`config.mk`:
```
export PLATFORM = sky130hd
export DESIGN_NAME = bas_ctrl
export DESIGN_NICKNAME = d
export VERILOG_FILES = /design/src/hdl/bas_pkg.sv /design/src/hdl/bas_ctrl.sv
export SDC_FILE = /design/constraint.sdc
export NUM_CORES = 1
export LEC_CHECK = 0
export CAP_MARGIN = 40
export CORE_MARGIN = 3
export CORE_UTILIZATION = 45
export DETAILED_ROUTE_END_ITERATION = 12
export DONT_BUFFER_PORTS = 1
export PLACE_DENSITY = 0.61
export REMOVE_ABC_BUFFERS = 1
export SKIP_LAST_GASP = 1
export SLEW_MARGIN = 10
export SYNTH_ARGS = -nofsm -noshare
export SYNTH_HDL_FRONTEND = slang
export SYNTH_SLANG_ARGS = --single-unit
```
`constraint.sdc`:
```
create_clock -name clock -period 1.4 [get_ports clock]
set_input_delay 0.21 -clock clock [delete_from_list [all_inputs] [get_ports clock]]
set_output_delay 0.21 -clock clock [all_outputs]
set_load 0.01 [all_outputs]
```
`src/hdl/bas_pkg.sv`:
```
// ---------------------------------------------------------------------------
// bas_pkg: shared types and constants for the bounded A* search block
// Field widths, operation and result codes, register indexes, and the
// command/status bundles between the controller and the datapath.
// ---------------------------------------------------------------------------
package bas_pkg;

   // field widths
   localparam int NODE_W     = 3;
   localparam int WEIGHT_W   = 8;
   localparam int HEUR_W     = 8;
   localparam int COST_W     = 16;
   localparam int KIND_W     = 2;
   localparam int OP_W       = 2;
   localparam int MAXEXP_W   = 5;
   localparam int NCOUNT_W   = 4;
   localparam int CSR_IDX_W  = 2;
   localparam int CSR_DATA_W = 5;

   // parameter defaults
   localparam int NODES_DEF          = 8;
   localparam int EDGES_PER_NODE_DEF = 16;
   localparam int OPEN_DEPTH_DEF     = 256;
   localparam int PATH_MAX_DEF       = 17;

   // expansion bookkeeping: one path record per counted expansion
   localparam int EXP_CAP = 16;
   localparam int EXP_W   = 5;
   localparam int REC_W   = 4;
   localparam logic [EXP_W-1:0] EXP_LIMIT = 5'd16;
   localparam logic [EXP_W-1:0] ROOT_PAR  = 5'd16;

   // register reset values
   localparam logic [NODE_W-1:0]   START_RST  = 3'd0;
   localparam logic [NODE_W-1:0]   GOAL_RST   = 3'd6;
   localparam logic [MAXEXP_W-1:0] MAXEXP_RST = 5'd9;
   localparam logic [NCOUNT_W-1:0] NCOUNT_RST = 4'd7;

   // register indexes
   localparam logic [CSR_IDX_W-1:0] CSR_START  = 2'd0;
   localparam logic [CSR_IDX_W-1:0] CSR_GOAL   = 2'd1;
   localparam logic [CSR_IDX_W-1:0] CSR_MAXEXP = 2'd2;
   localparam logic [CSR_IDX_W-1:0] CSR_NCOUNT = 2'd3;

   // operations
   localparam logic [OP_W-1:0] OP_SET_HEUR = 2'd0;
   localparam logic [OP_W-1:0] OP_ADD_EDGE = 2'd1;
   localparam logic [OP_W-1:0] OP_RUN      = 2'd2;
   localparam logic [OP_W-1:0] OP_CLEAR    = 2'd3;

   // result kinds
   localparam logic [KIND_W-1:0] KIND_EXPAND = 2'd0;
   localparam logic [KIND_W-1:0] KIND_PATH   = 2'd1;
   localparam logic [KIND_W-1:0] KIND_FAIL   = 2'd2;

   typedef struct packed {
      logic [OP_W-1:0]     operation;
      logic [NODE_W-1:0]   node_a;
      logic [NODE_W-1:0]   node_b;
      logic [WEIGHT_W-1:0] weight;
      logic [HEUR_W-1:0]   heuristic;
   } req_type;

   typedef struct packed {
      logic [KIND_W-1:0] kind;
      logic [NODE_W-1:0] node;
      logic [COST_W-1:0] total_cost;
      logic              last;
   } rsp_type;

   // controller -> datapath
   typedef struct packed {
      logic accept;
      logic add_back;
      logic run_init;
      logic scan_start;
      logic open_rd;
      logic scan_step;
      logic tie_start;
      logic tie_rd;
      logic tie_end;
      logic j_inc;
      logic rm_rd;
      logic rm_wr;
      logic expand;
      logic rec_rd;
      logic copy_wr;
      logic copy_tail;
      logic exp_inc;
      logic adj_rd;
      logic k_inc;
      logic nb_build;
      logic idx_inc;
      logic insert;
      logic emit_fail;
      logic emit_tail;
      logic emit_path;
   } cmd_type;

   // datapath -> controller
   typedef struct packed {
      logic stop;
      logic key_tie;
      logic scan_last;
      logic tie_done;
      logic pop_skip;
      logic pop_goal;
      logic j_tail;
      logic nb_done;
      logic nb_skip;
      logic dup_end;
      logic dup_hit;
   } stat_type;

endpackage

```
`src/hdl/bas_ctrl.sv`:
```
// ---------------------------------------------------------------------------
// bas_ctrl: search sequencer
// Walks loads, open set scans, path copies, neighbor pushes and result
// emission by issuing commands to the datapath and reading its status.
// ---------------------------------------------------------------------------
module bas_ctrl (
   input  logic                      clock,
   input  logic                      reset,
   input  logic                      start,
   input  logic [bas_pkg::OP_W-1:0]  req_op,
   input  bas_pkg::stat_type         stat,
   output bas_pkg::cmd_type          cmd,
   output logic                      busy
);

   localparam logic [4:0] S_IDLE     = 5'd0;
   localparam logic [4:0] S_LOAD_B   = 5'd1;
   localparam logic [4:0] S_RUN_INIT = 5'd2;
   localparam logic [4:0] S_POP_CHK  = 5'd3;
   localparam logic [4:0] S_SCAN_RD  = 5'd4;
   localparam logic [4:0] S_SCAN_EV  = 5'd5;
   localparam logic [4:0] S_TIE_RD   = 5'd6;
   localparam logic [4:0] S_TIE_EV   = 5'd7;
   localparam logic [4:0] S_RM_RD    = 5'd8;
   localparam logic [4:0] S_RM_WR    = 5'd9;
   localparam logic [4:0] S_EXPAND   = 5'd10;
   localparam logic [4:0] S_COPY_RD  = 5'd11;
   localparam logic [4:0] S_COPY_WR  = 5'd12;
   localparam logic [4:0] S_NB_CHK   = 5'd13;
   localparam logic [4:0] S_NB_EV    = 5'd14;
   localparam logic [4:0] S_DUP_CHK  = 5'd15;
   localparam logic [4:0] S_DUP_EV   = 5'd16;
   localparam logic [4:0] S_INSERT   = 5'd17;
   localparam logic [4:0] S_PATH_RD  = 5'd18;
   localparam logic [4:0] S_PATH_EV  = 5'd19;

   logic [4:0] state_ff;
   logic [4:0] state_in;

   assign busy = (state_ff != S_IDLE);

   // next state and commands
   always_comb begin
      cmd      = '0;
      state_in = state_ff;
      case (state_ff)
         S_IDLE: begin
            if (start) begin
               cmd.accept = 1'b1;
               case (req_op)
                  bas_pkg::OP_ADD_EDGE: state_in = S_LOAD_B;
                  bas_pkg::OP_RUN:      state_in = S_RUN_INIT;
                  default:              state_in = S_IDLE;
               endcase
            end
         end
         S_LOAD_B: begin
            cmd.add_back = 1'b1;
            state_in     = S_IDLE;
         end
         S_RUN_INIT: begin
            cmd.run_init = 1'b1;
            state_in     = S_POP_CHK;
         end
         S_POP_CHK: begin
            if (stat.stop) begin
               cmd.emit_fail = 1'b1;
               state_in      = S_IDLE;
            end else begin
               cmd.scan_start = 1'b1;
               state_in       = S_SCAN_RD;
            end
         end
         S_SCAN_RD: begin
            cmd.open_rd = 1'b1;
            state_in    = S_SCAN_EV;
         end
         S_SCAN_EV: begin
            if (stat.key_tie) begin
               cmd.tie_start = 1'b1;
               state_in      = S_TIE_RD;
            end else begin
               cmd.scan_step = 1'b1;
               state_in      = stat.scan_last ? S_RM_RD : S_SCAN_RD;
            end
         end
         S_TIE_RD: begin
            cmd.tie_rd = 1'b1;
            state_in   = S_TIE_EV;
         end
         S_TIE_EV: begin
            if (stat.tie_done) begin
               cmd.tie_end = 1'b1;
               state_in    = stat.scan_last ? S_RM_RD : S_SCAN_RD;
            end else begin
               cmd.j_inc = 1'b1;
               state_in  = S_TIE_RD;
            end
         end
         S_RM_RD: begin
            cmd.rm_rd = 1'b1;
            state_in  = S_RM_WR;
         end
         S_RM_WR: begin
            cmd.rm_wr = 1'b1;
            state_in  = S_EXPAND;
         end
         S_EXPAND: begin
            if (stat.pop_skip) begin
               state_in = S_POP_CHK;
            end else begin
               cmd.expand = 1'b1;
               state_in   = stat.pop_goal ? S_PATH_RD : S_COPY_RD;
            end
         end
         S_COPY_RD: begin
            if (stat.j_tail) begin
               cmd.copy_tail = 1'b1;
               state_in      = S_NB_CHK;
            end else begin
               cmd.rec_rd = 1'b1;
               state_in   = S_COPY_WR;
            end
         end
         S_COPY_WR: begin
            cmd.copy_wr = 1'b1;
            cmd.j_inc   = 1'b1;
            state_in    = S_COPY_RD;
         end
         S_NB_CHK: begin
            if (stat.nb_done) begin
               cmd.exp_inc = 1'b1;
               state_in    = S_POP_CHK;
            end else begin
               cmd.adj_rd = 1'b1;
               state_in   = S_NB_EV;
            end
         end
         S_NB_EV: begin
            if (stat.nb_skip) begin
               cmd.k_inc = 1'b1;
               state_in  = S_NB_CHK;
            end else begin
               cmd.nb_build = 1'b1;
               state_in     = S_DUP_CHK;
            end
         end
         S_DUP_CHK: begin
            if (stat.dup_end) begin
               state_in = S_INSERT;
            end else begin
               cmd.open_rd = 1'b1;
               state_in    = S_DUP_EV;
            end
         end
         S_DUP_EV: begin
            if (stat.dup_hit) begin
               cmd.k_inc = 1'b1;
               state_in  = S_NB_CHK;
            end else begin
               cmd.idx_inc = 1'b1;
               state_in    = S_DUP_CHK;
            end
         end
         S_INSERT: begin
            cmd.insert = 1'b1;
            state_in   = S_NB_CHK;
         end
         S_PATH_RD: begin
            if (stat.j_tail) begin
               cmd.emit_tail = 1'b1;
               state_in      = S_IDLE;
            end else begin
               cmd.rec_rd = 1'b1;
               state_in   = S_PATH_EV;
            end
         end
         S_PATH_EV: begin
            cmd.emit_path = 1'b1;
            cmd.j_inc     = 1'b1;
            state_in      = S_PATH_RD;
         end
         default: begin
            state_in = S_IDLE;
         end
      endcase
   end

   // state register
   always_ff @(posedge clock) begin
      if (reset) begin
         state_ff <= S_IDLE;
      end else begin
         state_ff <= state_in;
      end
   end

endmodule

```
==> results.yml, run 1 <==
outcome:
  status: "stopped before the end"
  haltStage: "5_1_grt"
  error_line: "[ERROR GRT-0232] Routing congestion too high. Check the congestion heatmap in the GUI."
die:
  initial_core_util_pct: 49.7
  dieHeight_um: 50.4
  fp-row-count: 15
  io_pins: 42
  die_w_um: 50.4
placement:
  io_buffer_count: 0
  hpwlAfterDp_um: 2290
  gp_congestion: 0.887
clocking:
  cts_num_sinks: 5
  root_buffer: "clkbuf_4"
  numCtsBuffers: 3
  cts_buffer_depth: 2
  htree_levels: 1
synthesis:
  synthSimpleGateAreaFrac_pct: 53.5
  avgSynthCellArea_um2: 6.71
  ys_seq_area_share_pct: 11.3
  synth_compound_area_share_pct: 26.1
  ys_types: 42
  syn_area_um2: 886
  async_flop_share_pct: 0
  synth_xor_area_share_pct: 0
  synthMuxAreaShare_pct: 1.13
  syn_inst: 132
  synth_top_flop_cell: "dfxtp_1"
  synthAdderAreaFrac_pct: 0
  yosysWarnings: 0
  synth_top_family_by_area: "simple AND/OR/NAND/NOR gates"
  synth-edff-count: 0
  ys_seq_elements: 5
global_routing:
  overflow: 4
  grt_usage_pct: 61.6
  grt_max_degree: 18
sta:
  worstEpCategory: "primary output"
  postGrtWorstEndpoint: "cmd[5]"
[stage by stage]
step	setup TNS [ns]	util, %	instance area, um^2	cells	setup WS (ns)
after detailed placement	-0.311	60.1	1070	174	-0.0549
after floorplan	-2.61	-	823	120	-0.231
after CTS	-3.44	88.9	1590	200	-0.216
after global placement	-0.0785	60.1	1070	174	-0.0344
[metal layers]
| layer | track usage (%) | overflow |
|---|---|---|
| met1 | 61.3 | 0 |
| met2 | 81.7 | 2 |
| met3 | 39.2 | 0 |
| met4 | 61.9 | 2 |
| met5 | 23.8 | 0 |
[cell usage after synthesis, types with 3 or more instances]
master	n	area share, %
a21oi_1	7	4.0
nor2b_1	4	2.8
and3_1	7	4.9
nor2_1	16	6.8
a21o_1	5	4.2
a31oi_1	4	2.8
nand2_1	11	4.7
nor3_1	7	4.0
buf_2	8	4.5
o21ai_0	4	2.3
dfxtp_1	5	11
nand2b_1	11	7.8
o21bai_1	3	2.5
[what timing repair did]
| item | 4_1_cts |
|---|---|
| endpoints found under the setup margin | 31 |
| gates resized for setup | 70 |
| buffers inserted | 20 |
| gates cloned | 2 |
| pin swaps | 27 |
| hold buffers | 0 |
[logic make-up after synthesis]
family,Yosys count
and+or+nand+nor,80
AOI/OAI and AO/OA,32
muxes,1
DFF,5
buffers and inverters,14
==> run 2: changes to the inputs <==
--- a/config.mk
+++ b/config.mk
@@ -6,11 +6,11 @@
 export NUM_CORES = 1
 export LEC_CHECK = 0
 export CAP_MARGIN = 40
-export CORE_MARGIN = 3
-export CORE_UTILIZATION = 45
+export CORE_AREA = 3 3 64 66
 export DETAILED_ROUTE_END_ITERATION = 12
+export DIE_AREA = 0 0 67 69
 export DONT_BUFFER_PORTS = 1
-export PLACE_DENSITY = 0.61
+export PLACE_DENSITY_LB_ADDON = 0.15
 export REMOVE_ABC_BUFFERS = 1
 export SKIP_LAST_GASP = 1
 export SLEW_MARGIN = 10
==> constraint.sdc (replaced) <==
create_clock -name clock -period 1.8 [get_ports clock]
set_input_delay 0.27 -clock clock [delete_from_list [all_inputs] [get_ports clock]]
set_output_delay 0.27 -clock clock [all_outputs]
set_load 0.01 [all_outputs]
==> run 2 against run 1 <==
  * The flow now finishes without violations
  * Synthesized cell count unchanged
  * Area after synthesis unchanged
==> results.yml, run 2 <==
global_routing:
  antenna_found_initial: 0
  grt_pass1_vias: 950
  grt_max_degree: 22
  overflow: 0
  grt_usage_pct: 13.7
  grt_pass1_wl_um: 4950
synthesis:
  syn_area_um2: 886
  yosys.area.top_type_share_pct: 11.3
  syn_inst: 132
  synthMuxAreaShare_pct: 1.13
  synth_top_family_by_area: "simple AND/OR/NAND/NOR gates"
  async_flop_share_pct: 0
  yosys.cell_count.top_type: "nor2_1"
  synthSimpleGateAreaFrac_pct: 53.5
  synthAdderAreaFrac_pct: 0
  ys_seq_area_share_pct: 11.3
  ys_types: 42
  synth_xor_area_share_pct: 0
  synth_compound_area_share_pct: 26.1
  synth.area.top_cells: "dfxtp_1 11%, nand2b_1 7.8%, nor2_1 6.8%"
  synth_top_flop_cell: "dfxtp_1"
  ys_seq_elements: 5
  yosysTopAreaCell: "dfxtp_1"
  synthTopCellsByCount: "16 x nor2_1, 11 x nand2_1, 11 x nand2b_1"
  yosysWarnings: 0
  avgSynthCellArea_um2: 6.71
  synth-edff-count: 0
routing:
  wl_per_cell_um: 16.6
  drtPass1Iterations: 4
  drc: 0
  ant_nets: 0
  viasPerCell: 5.36
  finalWirelength_um: 3050
  drtIter0Drc: 44
  vias: 987
power:
  p_per_area_mw_per_mm2: 390
  peakVddDrop_mv: 0.142
  p_int_uw: 297
  pwr-share-comb_pct: 17.5
  power_frac_clock_pct: 53.7
  leakage_uw: 0.000398
  power.switching_uw: 107
  p_seq_share_pct: 28.8
  p_sw_share_pct: 26.4
final_layout:
  largest_reg_flops: 5
  layout.nets: 153
  final_common_cell: "nor2_1"
  largest-register: "state_ff"
  antennaDiodeCount: 0
  fin_cells: 184
  final_cell_mix: "15 x nor2_1, 12 x buf_4, 11 x nand2b_1, 11 x nand2_1, 7 x and3_1"
  drive_above_1_share_pct: 22.8
  top_regs: "state_ff x5"
  syn_to_final_growth_pct: 16.7
clocking:
  cts_buffer_depth: 2
  cts_tree: "yes"
  cts_num_sinks: 5
  clkLatencyLatePin_ns: 0.23
  numCtsBuffers: 3
  root_buffer: "clkbuf_8"
  htree_levels: 1
  clk_pin_slew_ns: 0.04
die:
  dieHeight_um: 69
  dieArea_mm2: 0.00462
  core_area_mm2: 0.00363
  io_pins: 42
  die_w_um: 67
  initial_core_util_pct: 24.4
  fp-row-count: 22
placement:
  hpwlAfterDp_um: 2350
  gp_congestion: 0.868
  dpl.cell_count: 180
  dp_slack_ns: 0.220
  io_buffer_count: 0
sta:
  max-slew-margin-rel_pct: 70.8
  rsz0062_at_grt: "yes"
  hold_viol: 0
  setup_slack_ns: 0.0408
  fin_crit_ns: 1.76
  fin_crit_sh_pct: 97.7
  fmax_mhz: 568
  slew_viol_final: 0
  worstMarginPinSlew_ns: 0.438
  finalSetupViolations: 0
  finalClockSkew_ns: 0.00129
worst_setup_path:
  start_kind: "flip-flop"
  cp_max_fo: 10
  critical-path-top-delay-family: "simple AND/OR/NAND/NOR gates"
  path_class: "reg -> out"
  crit_slowest_cell: "or2_1"
  path_cells: "or2_1, nor2_2, nand2_1, a21oi_2"
  critical_path_arrival_ns: 1.49
  cp.required_ns: 1.53
  worst_setup_path_end_kind: "primary output"
  path_buf_inv: 0
  r2r_slack_ns: 0.24
  cpPeakStageDelay_ns: 0.39
outcome:
  status: "finished, final reports clean"
min_path:
  min_path_type: "in -> reg"
job:
  maxCapViolations: 0
[run 2: path summary, 6_finish.rpt]
kind                                               start                        to  cells after the start
worst max-delay path            state_ff[3]$_SDFFE_PP0P_                    cmd[6]                      4
worst min-delay path                             stat[5]  state_ff[4]$_SDFFE_PP0P_                      2
worst max register to register  state_ff[3]$_SDFFE_PP0P_  state_ff[1]$_SDFFE_PP0P_                      4
worst min register to register  state_ff[0]$_SDFFE_PP0P_  state_ff[4]$_SDFFE_PP0P_                      4
[run 2: area by class of cell]
type                       count  area [um^2]
fill                         429         2600
multi-input combinational    113          729
sequential                     5          101
timing repair buffer          12         90.1
tap                           48         60.1
clock buffer                   4         45.0
inverter                       2         7.51
[run 2: routing by layer]
metal | up-vias | share of wire, % | GRT usage, %
met1 | 452 | 45 | 18.3
met2 | 43 | 46 | 20.2
li1 | 487 | - | -
met4 | 0 | 1.1 | 4.05
met3 | 5 | 7.6 | 4.89
met5 | - | 0 | 0
[run 2: cell families (layout without fill, tap and decap cells)]
| logic type | Yosys count | after routing |
|---|---|---|
| flip-flops | 5 | 5 |
| multiplexers | 1 | 1 |
| AND/OR/NAND/NOR | 80 | 80 |
| AO/OA/AOI/OAI | 32 | 32 |
| buffers and inverters | 14 | 18 |
[run 2: power groups by stage]
stage / sequential (uW) / clock (uW) / combinational (uW)
global placement: 117 / 0 / 69.7
global route: 116 / 230 / 76.5
detailed placement: 117 / 0 / 68.8
floorplan: 122 / 0 / 48.4
CTS: 116 / 215 / 69.1
finish: 116 / 216 / 70.5
[run 2: per-stage QoR]
stage | cell area, um^2 | power [uW] | hold WS, ns | setup TNS [ns] | util, %
after floorplan | 823 | 171 | 0.409 | 0 | -
after global placement | 973 | 187 | 0.433 | 0 | 26.8
after detailed placement | 973 | 186 | 0.446 | 0 | 26.8
after CTS | 1020 | 400 | 0.206 | 0 | 28.1
after global routing | 1030 | 423 | 0.209 | -0.142 | 28.4
final | 1030 | 403 | 0.195 | 0 | 28.4
[run 2: timing repair]
action / in CTS / in global routing
cloned: 0 / 0
hold buffers: 0 / 0
resized for setup: 1 / 4
setup buffers: 0 / 0
endpoints found under the setup margin: 1 / 6
Note: power is estimated with default switching activity, not from simulation.
